==> src/sv/fsd_pkg.sv <==
`timescale 1ns / 1ps
// ----------------------------------------------------------------------------
// fsd_pkg
// Shared types for the multi-server FIFO dispatcher.
// ----------------------------------------------------------------------------
package fsd_pkg;

  // Sequencer states of the dispatcher.
  typedef enum logic [1:0] {
    ST_IDLE,
    ST_SERVE,
    ST_LOAD,
    ST_FINISH
  } fsd_state_t;

endpackage

==> src/sv/fsd_ram.sv <==
`timescale 1ns / 1ps
// ----------------------------------------------------------------------------
// fsd_ram
// Generic single-write, single-read RAM with a registered read port.
// ----------------------------------------------------------------------------
module fsd_ram #(
  parameter int WIDTH = 8,
  parameter int DEPTH = 64
) (
  input  logic                     clk,
  input  logic                     we,
  input  logic [$clog2(DEPTH)-1:0] waddr,
  input  logic [WIDTH-1:0]         wdata,
  input  logic                     re,
  input  logic [$clog2(DEPTH)-1:0] raddr,
  output logic [WIDTH-1:0]         rdata
);

  logic [WIDTH-1:0] mem [DEPTH];

  // Write port and registered read port.
  always_ff @(posedge clk) begin
    if (we) begin
      mem[waddr] <= wdata;
    end
    if (re) begin
      rdata <= mem[raddr];
    end
  end

endmodule

==> src/sv/fifo_multi_server_dispatcher_top.sv <==
`timescale 1ns / 1ps
// ----------------------------------------------------------------------------
// fifo_multi_server_dispatcher_top
// A FIFO of job service times feeding a set of servers with countdowns.
// ----------------------------------------------------------------------------
// Usage: each input word carries kind, arrive and service_time. A kind 0
// word only enqueues an arriving job; a kind 1 word is one time tick, which
// first enqueues an arriving job and then visits the servers in index order.
// A free server takes the job at the FIFO head, a busy server counts down,
// and one reaching zero is freed and counted as a completion. Every input
// word produces exactly one status word on the out_ channel.
// Sequence: a kind 0 word goes from acceptance to ST_FINISH, where its result
// is registered; a tick visits the servers in ST_SERVE, with an ST_LOAD step
// added for each server that takes a new job, since the job store has a
// registered read port. The next word is accepted in the cycle after the
// result is registered. The servers share one decrementer and are visited
// one at a time in index order. in_stall is high while a word is being
// worked on, so one word is in flight at a time.
// Reset (synchronous, rst_n low) empties the FIFO, frees every server and
// clears both totals; no clearing pass is needed. When out_stall holds the
// output, the block may accept and work on the next word, and waits with
// its result until the pending output word is taken.
// ----------------------------------------------------------------------------
module fifo_multi_server_dispatcher_top
  import fsd_pkg::*;
#(
  parameter int NUM_SERVERS = 3,
  parameter int QUEUE_DEPTH = 64,
  parameter int TIME_BITS   = 8
) (
  input  logic        clk,
  input  logic        rst_n,
  input  logic        in_valid,
  output logic        in_stall,
  input  logic        in_kind,
  input  logic        in_arrive,
  input  logic [7:0]  in_service_time,
  output logic        out_valid,
  input  logic        out_stall,
  output logic [6:0]  out_queue_count,
  output logic [2:0]  out_busy_mask,
  output logic [1:0]  out_done_now,
  output logic [31:0] out_completed_total,
  output logic [31:0] out_arrivals_total,
  output logic        out_dropped
);

  localparam int PTR_W  = $clog2(QUEUE_DEPTH);
  localparam int CNT_W  = $clog2(QUEUE_DEPTH + 1);
  localparam int SIDX_W = (NUM_SERVERS > 1) ? $clog2(NUM_SERVERS) : 1;
  localparam int DONE_W = $clog2(NUM_SERVERS + 1);

  // Control and state registers.
  fsd_state_t             state_r, state_nxt;
  logic                   drop_r, drop_nxt;
  logic [SIDX_W-1:0]      srv_r, srv_nxt;
  logic [PTR_W-1:0]       head_r, head_nxt;
  logic [PTR_W-1:0]       tail_r, tail_nxt;
  logic [CNT_W-1:0]       count_r, count_nxt;
  logic [NUM_SERVERS-1:0] busy_r, busy_nxt;
  logic [TIME_BITS-1:0]   rem_r [NUM_SERVERS];
  logic [TIME_BITS-1:0]   rem_nxt [NUM_SERVERS];
  logic [DONE_W-1:0]      done_r, done_nxt;
  logic [31:0]            total_r, total_nxt;
  logic [31:0]            arrivals_r, arrivals_nxt;
  logic                   out_valid_r, out_valid_nxt;

  // Output payload registers.
  logic [6:0]  out_count_r, out_count_nxt;
  logic [2:0]  out_mask_r, out_mask_nxt;
  logic [1:0]  out_done_r, out_done_nxt;
  logic [31:0] out_total_r, out_total_nxt;
  logic [31:0] out_arr_r, out_arr_nxt;
  logic        out_drop_r, out_drop_nxt;

  // Job store interface.
  logic                 ram_we;
  logic                 ram_re;
  logic [TIME_BITS-1:0] ram_wdata;
  logic [TIME_BITS-1:0] ram_rdata;

  // Shared decrementer and helper signals.
  logic [TIME_BITS-1:0]           dec_in;
  logic [TIME_BITS-1:0]           dec_out;
  logic                           in_accept;
  logic                           full;
  logic                           last_srv;
  logic                           out_free;
  logic                           take_job;
  logic [TIME_BITS+7:0]           stime_ext;
  logic [CNT_W+6:0]               count_ext;
  logic [NUM_SERVERS+2:0]         mask_ext;
  logic [DONE_W+1:0]              done_ext;

  fsd_ram #(
    .WIDTH (TIME_BITS),
    .DEPTH (QUEUE_DEPTH)
  ) u_job_store (
    .clk   (clk),
    .we    (ram_we),
    .waddr (tail_r),
    .wdata (ram_wdata),
    .re    (ram_re),
    .raddr (head_r),
    .rdata (ram_rdata)
  );

  // Pointer advance with wrap at the queue depth.
  function automatic logic [PTR_W-1:0] ptr_inc(input logic [PTR_W-1:0] p);
    logic [PTR_W-1:0] r;
    if (p == PTR_W'(QUEUE_DEPTH - 1)) begin
      r = '0;
    end else begin
      r = p + PTR_W'(1);
    end
    return r;
  endfunction

  // Handshake and simple status terms.
  assign in_stall  = (state_r != ST_IDLE);
  assign in_accept = in_valid && !in_stall;
  assign full      = (count_r == CNT_W'(QUEUE_DEPTH));
  assign last_srv  = (srv_r == SIDX_W'(NUM_SERVERS - 1));
  assign out_free  = !out_valid_r || !out_stall;
  assign take_job  = !busy_r[srv_r] && (count_r != '0);
  assign stime_ext = {{TIME_BITS{1'b0}}, in_service_time};
  assign ram_wdata = stime_ext[TIME_BITS-1:0];
  assign ram_we    = in_accept && in_arrive && !full;
  assign ram_re    = (state_r == ST_SERVE) && take_job;

  // The one countdown unit: a freshly read job or a running count.
  assign dec_in  = (state_r == ST_LOAD) ? ram_rdata : rem_r[srv_r];
  assign dec_out = dec_in - TIME_BITS'(1);

  // Output fields are the state masked to the port widths.
  assign count_ext = {7'b0, count_r};
  assign mask_ext  = {3'b0, busy_nxt};
  assign done_ext  = {2'b0, done_r};

  // Next-state logic of the sequencer.
  always_comb begin
    state_nxt = state_r;
    case (state_r)
      ST_IDLE: begin
        if (in_accept) begin
          state_nxt = in_kind ? ST_SERVE : ST_FINISH;
        end
      end
      ST_SERVE: begin
        if (take_job) begin
          state_nxt = ST_LOAD;
        end else if (last_srv) begin
          state_nxt = ST_FINISH;
        end
      end
      ST_LOAD: begin
        state_nxt = last_srv ? ST_FINISH : ST_SERVE;
      end
      ST_FINISH: begin
        if (out_free) begin
          state_nxt = ST_IDLE;
        end
      end
      default: state_nxt = ST_IDLE;
    endcase
  end

  // Datapath and output register updates.
  always_comb begin
    drop_nxt      = drop_r;
    srv_nxt       = srv_r;
    head_nxt      = head_r;
    tail_nxt      = tail_r;
    count_nxt     = count_r;
    busy_nxt      = busy_r;
    rem_nxt       = rem_r;
    done_nxt      = done_r;
    total_nxt     = total_r;
    arrivals_nxt  = arrivals_r;
    out_count_nxt = out_count_r;
    out_mask_nxt  = out_mask_r;
    out_done_nxt  = out_done_r;
    out_total_nxt = out_total_r;
    out_arr_nxt   = out_arr_r;
    out_drop_nxt  = out_drop_r;
    out_valid_nxt = out_valid_r && out_stall;
    case (state_r)
      ST_IDLE: begin
        // Take the word and enqueue an arriving job if there is room.
        if (in_accept) begin
          drop_nxt = in_arrive && full;
          srv_nxt  = '0;
          done_nxt = '0;
          if (ram_we) begin
            tail_nxt     = ptr_inc(tail_r);
            count_nxt    = count_r + CNT_W'(1);
            arrivals_nxt = arrivals_r + 32'd1;
          end
        end
      end
      ST_SERVE: begin
        // A busy server counts down; a free one with a job waiting waits for its job read.
        if (!take_job) begin
          if (busy_r[srv_r]) begin
            rem_nxt[srv_r] = dec_out;
            if (dec_out == '0) begin
              busy_nxt[srv_r] = 1'b0;
              done_nxt        = done_r + DONE_W'(1);
              total_nxt       = total_r + 32'd1;
            end
          end
          if (!last_srv) begin
            srv_nxt = srv_r + SIDX_W'(1);
          end
        end
      end
      ST_LOAD: begin
        // Dispatch the head job and count its first tick.
        head_nxt        = ptr_inc(head_r);
        count_nxt       = count_r - CNT_W'(1);
        rem_nxt[srv_r]  = dec_out;
        busy_nxt[srv_r] = (dec_out != '0);
        if (dec_out == '0) begin
          done_nxt  = done_r + DONE_W'(1);
          total_nxt = total_r + 32'd1;
        end
        if (!last_srv) begin
          srv_nxt = srv_r + SIDX_W'(1);
        end
      end
      ST_FINISH: begin
        // Publish the status word once the output register is free.
        if (out_free) begin
          out_valid_nxt = 1'b1;
          out_count_nxt = count_ext[6:0];
          out_mask_nxt  = mask_ext[2:0];
          out_done_nxt  = done_ext[1:0];
          out_total_nxt = total_r;
          out_arr_nxt   = arrivals_r;
          out_drop_nxt  = drop_r;
        end
      end
      default: begin
        out_valid_nxt = out_valid_r && out_stall;
      end
    endcase
  end

  // Control registers with reset.
  always_ff @(posedge clk) begin
    if (!rst_n) begin
      state_r     <= ST_IDLE;
      head_r      <= '0;
      tail_r      <= '0;
      count_r     <= '0;
      busy_r      <= '0;
      total_r     <= '0;
      arrivals_r  <= '0;
      out_valid_r <= 1'b0;
      for (int i = 0; i < NUM_SERVERS; i++) begin
        rem_r[i] <= '0;
      end
    end else begin
      state_r     <= state_nxt;
      head_r      <= head_nxt;
      tail_r      <= tail_nxt;
      count_r     <= count_nxt;
      busy_r      <= busy_nxt;
      total_r     <= total_nxt;
      arrivals_r  <= arrivals_nxt;
      out_valid_r <= out_valid_nxt;
      rem_r       <= rem_nxt;
    end
  end

  // Per-word working registers and output payload.
  always_ff @(posedge clk) begin
    drop_r      <= drop_nxt;
    srv_r       <= srv_nxt;
    done_r      <= done_nxt;
    out_count_r <= out_count_nxt;
    out_mask_r  <= out_mask_nxt;
    out_done_r  <= out_done_nxt;
    out_total_r <= out_total_nxt;
    out_arr_r   <= out_arr_nxt;
    out_drop_r  <= out_drop_nxt;
  end

  assign out_valid           = out_valid_r;
  assign out_queue_count     = out_count_r;
  assign out_busy_mask       = out_mask_r;
  assign out_done_now        = out_done_r;
  assign out_completed_total = out_total_r;
  assign out_arrivals_total  = out_arr_r;
  assign out_dropped         = out_drop_r;

endmodule

==> config.mk <==
export PLATFORM = sky130hd
export DESIGN_NAME = fifo_multi_server_dispatcher_top
export DESIGN_NICKNAME = d
export VERILOG_FILES = /design/src/sv/fsd_pkg.sv /design/src/sv/fsd_ram.sv /design/src/sv/fifo_multi_server_dispatcher_top.sv
export SDC_FILE = /design/constraint.sdc
export NUM_CORES = 1
export LEC_CHECK = 0
export ABC_AREA = 1
export BUFFER_PORTS_ARGS = -buffer_cell sky130_fd_sc_hd__buf_4
export CORE_ASPECT_RATIO = 0.7
export CORE_MARGIN = 2
export CORE_UTILIZATION = 35
export DETAILED_ROUTE_END_ITERATION = 10
export HOLD_SLACK_MARGIN = 0.03
export PLACE_DENSITY = 0.55
export SETUP_SLACK_MARGIN = 0.3
export SLEW_MARGIN = 30
export SYNTH_ARGS = -nofsm -noshare
export SYNTH_HDL_FRONTEND = slang
export SYNTH_SLANG_ARGS = --single-unit
==> constraint.sdc <==
create_clock -name clk -period 8 [get_ports clk]
set_input_delay 0.4 -clock clk [delete_from_list [all_inputs] [get_ports clk]]
set_output_delay 0.4 -clock clk [all_outputs]
set_load 0.005 [all_outputs]
==> run metrics, run 1 <==
post-synthesis sequential area ratio=0.688; die width=351 microns; clock buffer depth=3; Net count, final=2,688; Synth Register Bits=715; PnR Total Power=10.8 mW; largest net degree at the start of global routing=115; Final min period=3.59 ns; Via Count=20,500; share of layout cells above drive strength 1=0.0933; CP startpoint=state_r[0]$_SDFFE_PN0P_; normalized max-slew margin=0.383; routability congestion estimate from global placement=0.876; placed cell count=3,718; Synth async-reset ratio=0; Levels on crit path=9; port bufs=92; crit path max fanout=27; TritonCTS buffer count=71; worst path bufs/invs=4; fin crit share=0.448; io pins=93; worst-skew pair later-pin latency=0.64 ns; crit path to=u_job_store.mem[38][1]$_DFFE_PP_; die area=86,900 sq um; first-pass GRT wire length=118,000 microns; worst endpoint data arrival time=3.86 ns; Pre-antenna DRT Iters=6; run status=finished clean; via density per instance=5.32; Post-synth EDFFs=602; Warnings, synthesis=0; kind of critical path=reg -> reg; clk_skew=0.0358 ns; final max-slew violation count=0; Worst-path clk slew=0.06 ns; Max VDD drop=0.000169 V; Worst R2R Setup Slack=4.41 ns; Mapped Area=29,600 sq um; Net Count, Synth=2,642; unrepaired setup endpoints after global routing=no; detailed placement HPWL=47,700 microns; dpl cell area=31,300 sq um; reg2reg end=u_job_store.mem[38][1]$_DFFE_PP_; chip height=247 microns; Post-CTS Setup Bufs=0; clock sink count=715; gr usage total=0.178; Mean Syn Cell Area=11.3 sq um; PwrDens=319 nW/um^2; hold_buf cts=0; Hold Fails Final Rpt=0; # DRC=0; critical path endpoint category=flip-flop; Area growth syn-to-layout=14.1%; cell breakdown of the critical path=inv_1, ha_1, nand2_1, inv_1, nand3_1, buf_4, clkinv_1, nand2_1, nor2_1; CP delay by family, top=simple AND/OR/NAND/NOR gates; Setup TNS=0 ns; Cell variety after synth=50; R2R cell count=9; Avg WL per Cell=20.4 microns; Post-DRT Antenna Nets=0; GRT Residual Overflow=0; cts repair resizes=0; Crit-path slowest cell=nand2_1; DRT Wirelength=78,700 microns; Initial Util=0.352; Primary FF master, synth=edfxtp_1; worst reg2reg path startpoint=state_r[0]$_SDFFE_PN0P_; ANT cells=0; initial antenna violation count=1; clock root buffer=clkbuf_16; Critical Path Max Stage Delay=0.90 ns; startpoint types=flip-flop; Core Region=84,000 sq um; fin cells=3,848; Max Cap Viol=0; Leakage Power=11.1 nW; vias in the first global route=18,900; TritonCTS clock tree=done; Final Setup Violations=0; pin slew with the least headroom to its limit=0.922 ns; CP Data Required Time=8.27 ns; 1st-iter DRT viols=2,410; Achievable Freq=279 MHz; Hold Crit Class=in -> reg; Post-Synthesis Cells=2,609; H-Tree Depth=3; Rows=89; Finished Cell Area=33,700 sq um
## report_power, final
| group | switching (mW) | internal, mW |
|---|---|---|
| Clock | 1.46 | 2.07 |
| Sequential | 0.141 | 4.23 |
| Combinational | 2.08 | 0.783 |
| Total | 3.68 | 7.08 |
## cells in the mapped netlist (2+ instances only)
cell type	instances	area, sq um
or2_2	3	18.8
nor4_1	13	81.3
nand3_1	93	465
ha_1	18	225
nand2_2	5	31.3
clkbuf_1	109	409
o22ai_1	74	463
clkinv_1	6	22.5
buf_4	2	15.0
nand4_1	68	425
a221oi_1	3	26.3
nor3b_1	3	22.5
xnor2_1	11	96.3
o221ai_1	52	455
edfxtp_1	602	18100
o21ai_0	314	1570
nand2_4	3	33.8
buf_1	7	26.3
inv_2	5	18.8
a31oi_1	7	43.8
buf_6	7	78.8
nand3b_1	2	15.0
dfxtp_1	113	2260
nor2_1	411	1540
a21oi_1	105	526
inv_1	144	541
or2_0	4	25.0
buf_2	12	60.1
nand2_1	302	1130
o21bai_2	2	22.5
xor2_1	34	298
o21a_1	2	15.0
nor2_4	5	56.3
o211ai_1	15	113
nor3_1	38	190
## worst reg2reg max path, delay by kind of cell, from the launching register on
kind                       cells  cell delay [ns]
DFF                            1             0.40
adders and majority gates      1             0.22
buffers and inverters          4             1.17
and+or+nand+nor                4             1.46
## kinds of logic after synthesis
group,after synthesis,synth area share
AO/OA/AOI/OAI,581,0.111
XOR/XNOR,45,0.0133
adder cells (fa/ha/maj),19,0.00829
buffers and inverters,292,0.0396
flip-flops,715,0.688
AND/OR/NAND/NOR,957,0.140
## registers in the layout, indices dropped and copies added, names as in the netlist, 2 cells and up
| name | cells |
|---|---|
| tail_r | 6 |
| arrivals_r | 32 |
| count_r | 7 |
| total_r | 32 |
| busy_r | 3 |
| out_completed_total | 32 |
| done_r | 2 |
| out_arrivals_total | 32 |
| out_queue_count | 7 |
| rem_r | 24 |
| u_job_store.mem | 512 |
| u_job_store.rdata | 8 |
| state_r | 2 |
| srv_r | 2 |
| out_busy_mask | 3 |
| head_r | 6 |
| out_done_now | 2 |
## area by class of cell
class,count,area (sq um)
clock buffers,89,1920
clock inverters,40,517
fillers,8062,50200
inverters,155,587
multi-input cells,1602,8080
flip-flops and latches,715,20300
well taps,1137,1420
repair buffers,110,870
## metrics by stage
step	setup WS [ns]	utilization	hold slack (ns)
global route	4.06	0.402	0.0825
finish	4.41	0.402	0.0955
detailed placement	4.17	0.372	0.415
floorplan	3.15	-	0.400
CTS	4.15	0.401	0.0601
global placement	4.24	0.372	0.408
## metal layers
layer | track usage | vias to the layer above | share of wire
li1 | - | 9499 | -
met1 | 0.285 | 10100 | 0.49
met2 | 0.240 | 823 | 0.40
met3 | 0.0349 | 95 | 0.084
met4 | 0.0460 | 0 | 0.018
met5 | 0 | - | 0
## cells in the final DEF, fill, tap and decap left out, types with 13 or more instances in the layout
cell       netlist  final
edfxtp_1       602    602
nor2_1         411    409
o21ai_0        314    314
nand2_1        302    302
inv_1          144    140
dfxtp_1        113    110
buf_4            2    107
a21oi_1        105    104
nand3_1         93     93
o22ai_1         74     74
clkbuf_16        0     73
nand4_1         68     68
o221ai_1        52     52
nor3_1          38     38
xor2_1          34     34
clkinv_1         6     19
ha_1            18     18
o211ai_1        15     15
clkbuf_1       109     13
## worst min path at each step
stage	from	end	slack [ns]	cells past startpoint
4_1_cts	out_stall	out_valid$_SDFF_PN0_	0.06	3
3_5_place_dp	drop_r$_DFFE_PP_	out_dropped$_DFFE_PP_	0.42	0
5_1_grt	out_stall	out_valid$_SDFF_PN0_	0.08	3
3_3_place_gp	drop_r$_DFFE_PP_	out_dropped$_DFFE_PP_	0.41	0
6_report	out_stall	out_valid$_SDFF_PN0_	0.1	3
2_1_floorplan	drop_r$_DFFE_PP_	out_dropped$_DFFE_PP_	0.40	0
Power figures use the tool's default switching activity.
==> run 2: changes to the inputs <==
PLACE_DENSITY = 0.57   (was 0.55)
clock period = 3 ns   (was 8 ns; I/O delays follow)
==> run metrics, run 2 (same netlist as run 1, synthesis figures left out) <==
run status=finished clean; area of the multi-input gates=8130 sq um; crit path max fanout=9; gr usage total=0.182; critical path endpoint category=flip-flop; Sequential Area=20,400 sq um; max FFs per register=512; share of layout cells above drive strength 1=0.129; Fillers=7,937; Initial Util=0.352; die area=86,900 sq um; initial antenna violation count=0; CP Data Required Time=3.46 ns; Final Setup Violations=0; startpoint types=flip-flop; final core occ=0.412; TritonCTS clock tree=done; PwrDens=838 nW/um^2; first-pass GRT wire length=121,000 microns; Post-DRT Antenna Nets=0; Final min period=2.59 ns; normalized max-slew margin=0.350; fin cells=3,957; commonest non-fill, non-tap cell in the layout=edfxtp_1; largest net degree at the start of global routing=135; GRT Residual Overflow=0; Avg WL per Cell=20.4 microns; final max-slew violation count=0; Max Cap Viol=0; Reg with most FFs=u_job_store.mem; placed cell count=3,810; Max VDD drop=0.000617 V; Rows=89; unrepaired setup endpoints after global routing=yes; routability congestion estimate from global placement=0.902; port bufs=92; TritonCTS buffer count=70; io pins=93; fin crit share=0.864; Net count, final=2,798; via density per instance=5.30; die width=351 microns; Setup TNS=0 ns; clock sink count=715; H-Tree Depth=3; kind of critical path=reg -> reg; Achievable Freq=386 MHz; Worst-path clk slew=0.06 ns; commonest cells after routing, fill and taps aside=edfxtp_1, nor2_1, o21ai_0; # DRC=0; detailed placement HPWL=49,600 microns; worst endpoint data arrival time=3.05 ns; Core Region=84,000 sq um; chip height=247 microns; Pre-antenna DRT Iters=5; Hold Fails Final Rpt=0; vias in the first global route=19,600; 1st-iter DRT viols=2,292; Area growth syn-to-layout=16.9%; clock root buffer=clkbuf_16; hold_ws=0.127 ns; clock buffer depth=3; worst-skew pair later-pin latency=0.62 ns; Via Count=21,000; DRT Wirelength=80,700 microns; pin slew with the least headroom to its limit=0.975 ns; Leakage Power=11.6 nW; clk_skew=0.0233 ns; Hold Crit Class=in -> reg
[run 2: where the power goes]
group | internal (mW) | switching, mW
clock network | 4.85 | 3.68
registers | 11.3 | 0.268
logic | 2.84 | 6.03
[run 2: critical path: stages, from the launching register on]
cell and delay [ns]:
dfxtp_4 0.36, inv_1 0.06, ha_1 0.24, inv_4 0.13, nand2_1 0.08, inv_1 0.05, nand2_1 0.08, nand2_2 0.12
ha_2 0.20, nand2_2 0.10, nor2_4 0.13, nand3_1 0.10, nand2_2 0.11, nand2_4 0.07, nor2_8 0.20, buf_12 0.16
nand3b_1 0.08, a21oi_1 0.16
[run 2: metrics by stage]
step                worst slack (ns)  total power [mW]  cell area, sq um
global route                   0.224              30.4             34600
global placement               0.233              19.6             32100
detailed placement            0.0477              19.8             32100
finish                         0.407              29.0             34600
CTS                            0.319              28.4             34400
floorplan                      0.453              16.9             29600
[run 2: final cells by class]
cell class,instances,area share
sequential,715,0.589
multi-input combinational,1602,0.235
clock buffer,99,0.0571
timing repair buffer,221,0.0547
tap,1137,0.0412
inverter,155,0.0171
clock inverter,27,0.00586
antenna,1,0.0000724
[run 2: final timing paths]
check,start,to,depth (start not counted),slack [ns]
setup reg to reg,state_r[0]$_SDFFE_PN0P_,done_r[0]$_SDFFCE_PP0P_,17,0.41
hold / removal,in_service_time[2],u_job_store.mem[40][2]$_DFFE_PP_,1,0.13
hold reg to reg,drop_r$_DFFE_PP_,out_dropped$_DFFE_PP_,0,0.45
setup / recovery,state_r[0]$_SDFFE_PN0P_,done_r[0]$_SDFFCE_PP0P_,17,0.41
[run 2: per-layer routing]
metal  wire (microns)  part of all wire  GRT usage
met4             1410             0.017     0.0390
met2            33800              0.42      0.258
met1            38700              0.48      0.282
met3             6760             0.084     0.0381
met5                0                 0          0
[run 2: timing repair]
action                                  4_1_cts  5_1_grt
gates cloned                                  0        4
hold buffers                                  5        0
endpoints found under the setup margin       40       79
pin swaps                                     0        5
endpoints found under the hold margin        27        0
setup buffers                                 3        8
gates resized for setup                       5       20
==> run 3: changes to the inputs <==
PLACE_DENSITY = 0.55   (was 0.57)
clock period = 2.4 ns   (was 3 ns; I/O delays follow)
==> run metrics, run 3 (same netlist as run 1, synthesis figures left out) <==
Hold Path Stages=1; Net count, final=2,909; final max-slew violation count=0; Fillers=7,721; Worst R2R Setup Slack=-0.1 ns; final core occ=0.443; Reg with most FFs=u_job_store.mem; area of the multi-input gates=9140 sq um; CP Data Required Time=2.89 ns; Final Setup Violations=35; clock buffer depth=3; detailed placement HPWL=51,300 microns; startpoint types=flip-flop; critical path endpoint category=flip-flop; normalized max-slew margin=0.435; Core Region=84,000 sq um; die area=86,900 sq um; Leakage Power=12.7 nW; initial antenna violation count=0; Sequential Area=20,400 sq um; Via Count=21,500; Pre-antenna DRT Iters=6; largest net degree at the start of global routing=76; Post-DRT Antenna Nets=0; pin slew with the least headroom to its limit=0.848 ns; Critical Path Max Stage Delay=0.41 ns; fin crit share=1.04; Max Cap Viol=0; DRT Wirelength=84,000 microns; reg2reg end=total_r[27]$_SDFFE_PN0P_; Area growth syn-to-layout=25.9%; dpl cell area=33,000 sq um; Final min period=2.50 ns; worst endpoint data arrival time=2.99 ns; clock sink count=715; worst reg2reg path startpoint=srv_r[0]$_SDFFCE_PP0P_; commonest cells after routing, fill and taps aside=edfxtp_1, nor2_1, o21ai_0; Worst-path clk slew=0.06 ns; Achievable Freq=401 MHz; Finished Cell Area=37,200 sq um; # DRC=0; Rows=89; clk_skew=0.0289 ns; die width=351 microns; via density per instance=5.29; io pins=93; crit path max fanout=8; gr usage total=0.186; Top cell by count, worst path=nand2_2; routability congestion estimate from global placement=0.873; TritonCTS clock tree=done; kind of critical path=reg -> reg; CP delay by family, top=simple AND/OR/NAND/NOR gates; R2R cell count=18; Avg WL per Cell=20.6 microns; run status=finished, violations left; 1st-iter DRT viols=2,099; cell breakdown of the critical path=inv_2, buf_4, nand3_1, nand2_1, inv_2, nand2_2, nand2_2, ha_4, nand2_4, nor2_4, nand2_2, nand2_2, nand2_2, nor2_4, nand4_4, clkbuf_16, nand2_1, a21oi_1; Hold Crit Class=in -> reg; Initial Util=0.352; chip height=247 microns; final worst slack=-0.0965 ns; share of layout cells above drive strength 1=0.239; max FFs per register=512; GRT Residual Overflow=0; H-Tree Depth=3; vias in the first global route=19,800; clock root buffer=clkbuf_16; Hold Path Origin=in_service_time[0]; worst-skew pair later-pin latency=0.64 ns; first-pass GRT wire length=123,000 microns; failing checks=negative setup slack; unrepaired setup endpoints after global routing=yes; port bufs=92; worst path bufs/invs=4; Crit-path slowest cell=edfxtp_1; Hold Fails Final Rpt=0; ANT cells=0; Max VDD drop=0.000630 V; TritonCTS buffer count=72; Hold Path Sink=u_job_store.mem[38][0]$_DFFE_PP_; PwrDens=1070 nW/um^2; Setup TNS=-2.39 ns; commonest non-fill, non-tap cell in the layout=edfxtp_1
==> run 3: cell count changes in the layout (fill, tap and decap cells not counted), sizes merged <==
cell / before / now
buf: 213 / 314
bufbuf: 0 / 1
bufinv: 3 / 5
clkbuf: 102 / 97
clkinv: 26 / 32
clkinvlp: 1 / 9
diode: 1 / 0
inv: 152 / 155
==> run 3: worst max path at each step <==
stage	from	end	cells after the start
floorplan	state_r[0]$_SDFFE_PN0P_	out_busy_mask[0]$_DFFE_PP_	17
global placement	state_r[0]$_SDFFE_PN0P_	out_busy_mask[1]$_DFFE_PP_	19
detailed placement	srv_r[0]$_SDFFCE_PP0P_	total_r[15]$_SDFFE_PN0P_	18
CTS	srv_r[1]$_SDFFCE_PP0P_	total_r[29]$_SDFFE_PN0P_	16
global route	srv_r[0]$_SDFFCE_PP0P_	total_r[27]$_SDFFE_PN0P_	17
finish	srv_r[0]$_SDFFCE_PP0P_	total_r[27]$_SDFFE_PN0P_	18
==> run 3: power breakdown <==
part | internal, mW | total [mW] | switching [mW] | leakage, nW
Sequential | 14.1 | 14.5 | 0.345 | 6.34
Combinational | 5.69 | 14.3 | 8.60 | 5.26
Clock | 6.27 | 11.2 | 4.95 | 1.12
Total | 26.1 | 40.0 | 13.9 | 12.7
==> run 3: worst register-to-register path: stages, from the launching register on <==
cell and delay [ns]:
edfxtp_1 0.41, inv_2 0.09, buf_4 0.14, nand3_1 0.06, nand2_1 0.07, inv_2 0.06, nand2_2 0.05, nand2_2 0.09
ha_4 0.15, nand2_4 0.07, nor2_4 0.17, nand2_2 0.09, nand2_2 0.08, nand2_2 0.07, nor2_4 0.14, nand4_4 0.23
clkbuf_16 0.27, nand2_1 0.07, a21oi_1 0.06
==> run 3: area by class of cell <==
class | instances | share of cell area
clock buffer | 88 | 0.0511
inverter | 155 | 0.0166
sequential | 715 | 0.547
timing repair inverter | 1 | 0.000235
tap | 1137 | 0.0382
multi-input combinational | 1602 | 0.246
timing repair buffer | 329 | 0.0899
clock inverter | 45 | 0.0114
==> run 3: repair_timing <==
action | in CTS | in global routing
pin swaps | 27 | 102
resized for setup | 66 | 295
hold endpoints to repair | 21 | 0
setup endpoints to repair | 497 | 376
buffers inserted | 17 | 22
gates cloned | 4 | 9
hold buffers | 5 | 0
==> run 3: per-stage QoR <==
stage	setup WS, ns	power [mW]	hold WS (ns)	cells
6_report	-0.0965	40.0	0.0653	4072
5_1_grt	-0.176	41.9	0.0774	4072
4_1_cts	0.0140	38.3	0.0622	4041
3_5_place_dp	-0.126	25.6	0.413	3882
3_3_place_gp	-0.00538	25.4	0.410	3882
2_1_floorplan	0.0997	21.3	0.219	2609
==> run 3: routing by layer <==
layer	track usage	share of wire	vias up
met5	0	0	-
met4	0.0396	0.017	0
met2	0.263	0.42	811
met1	0.283	0.47	10700
li1	-	-	9948
met3	0.0474	0.087	104
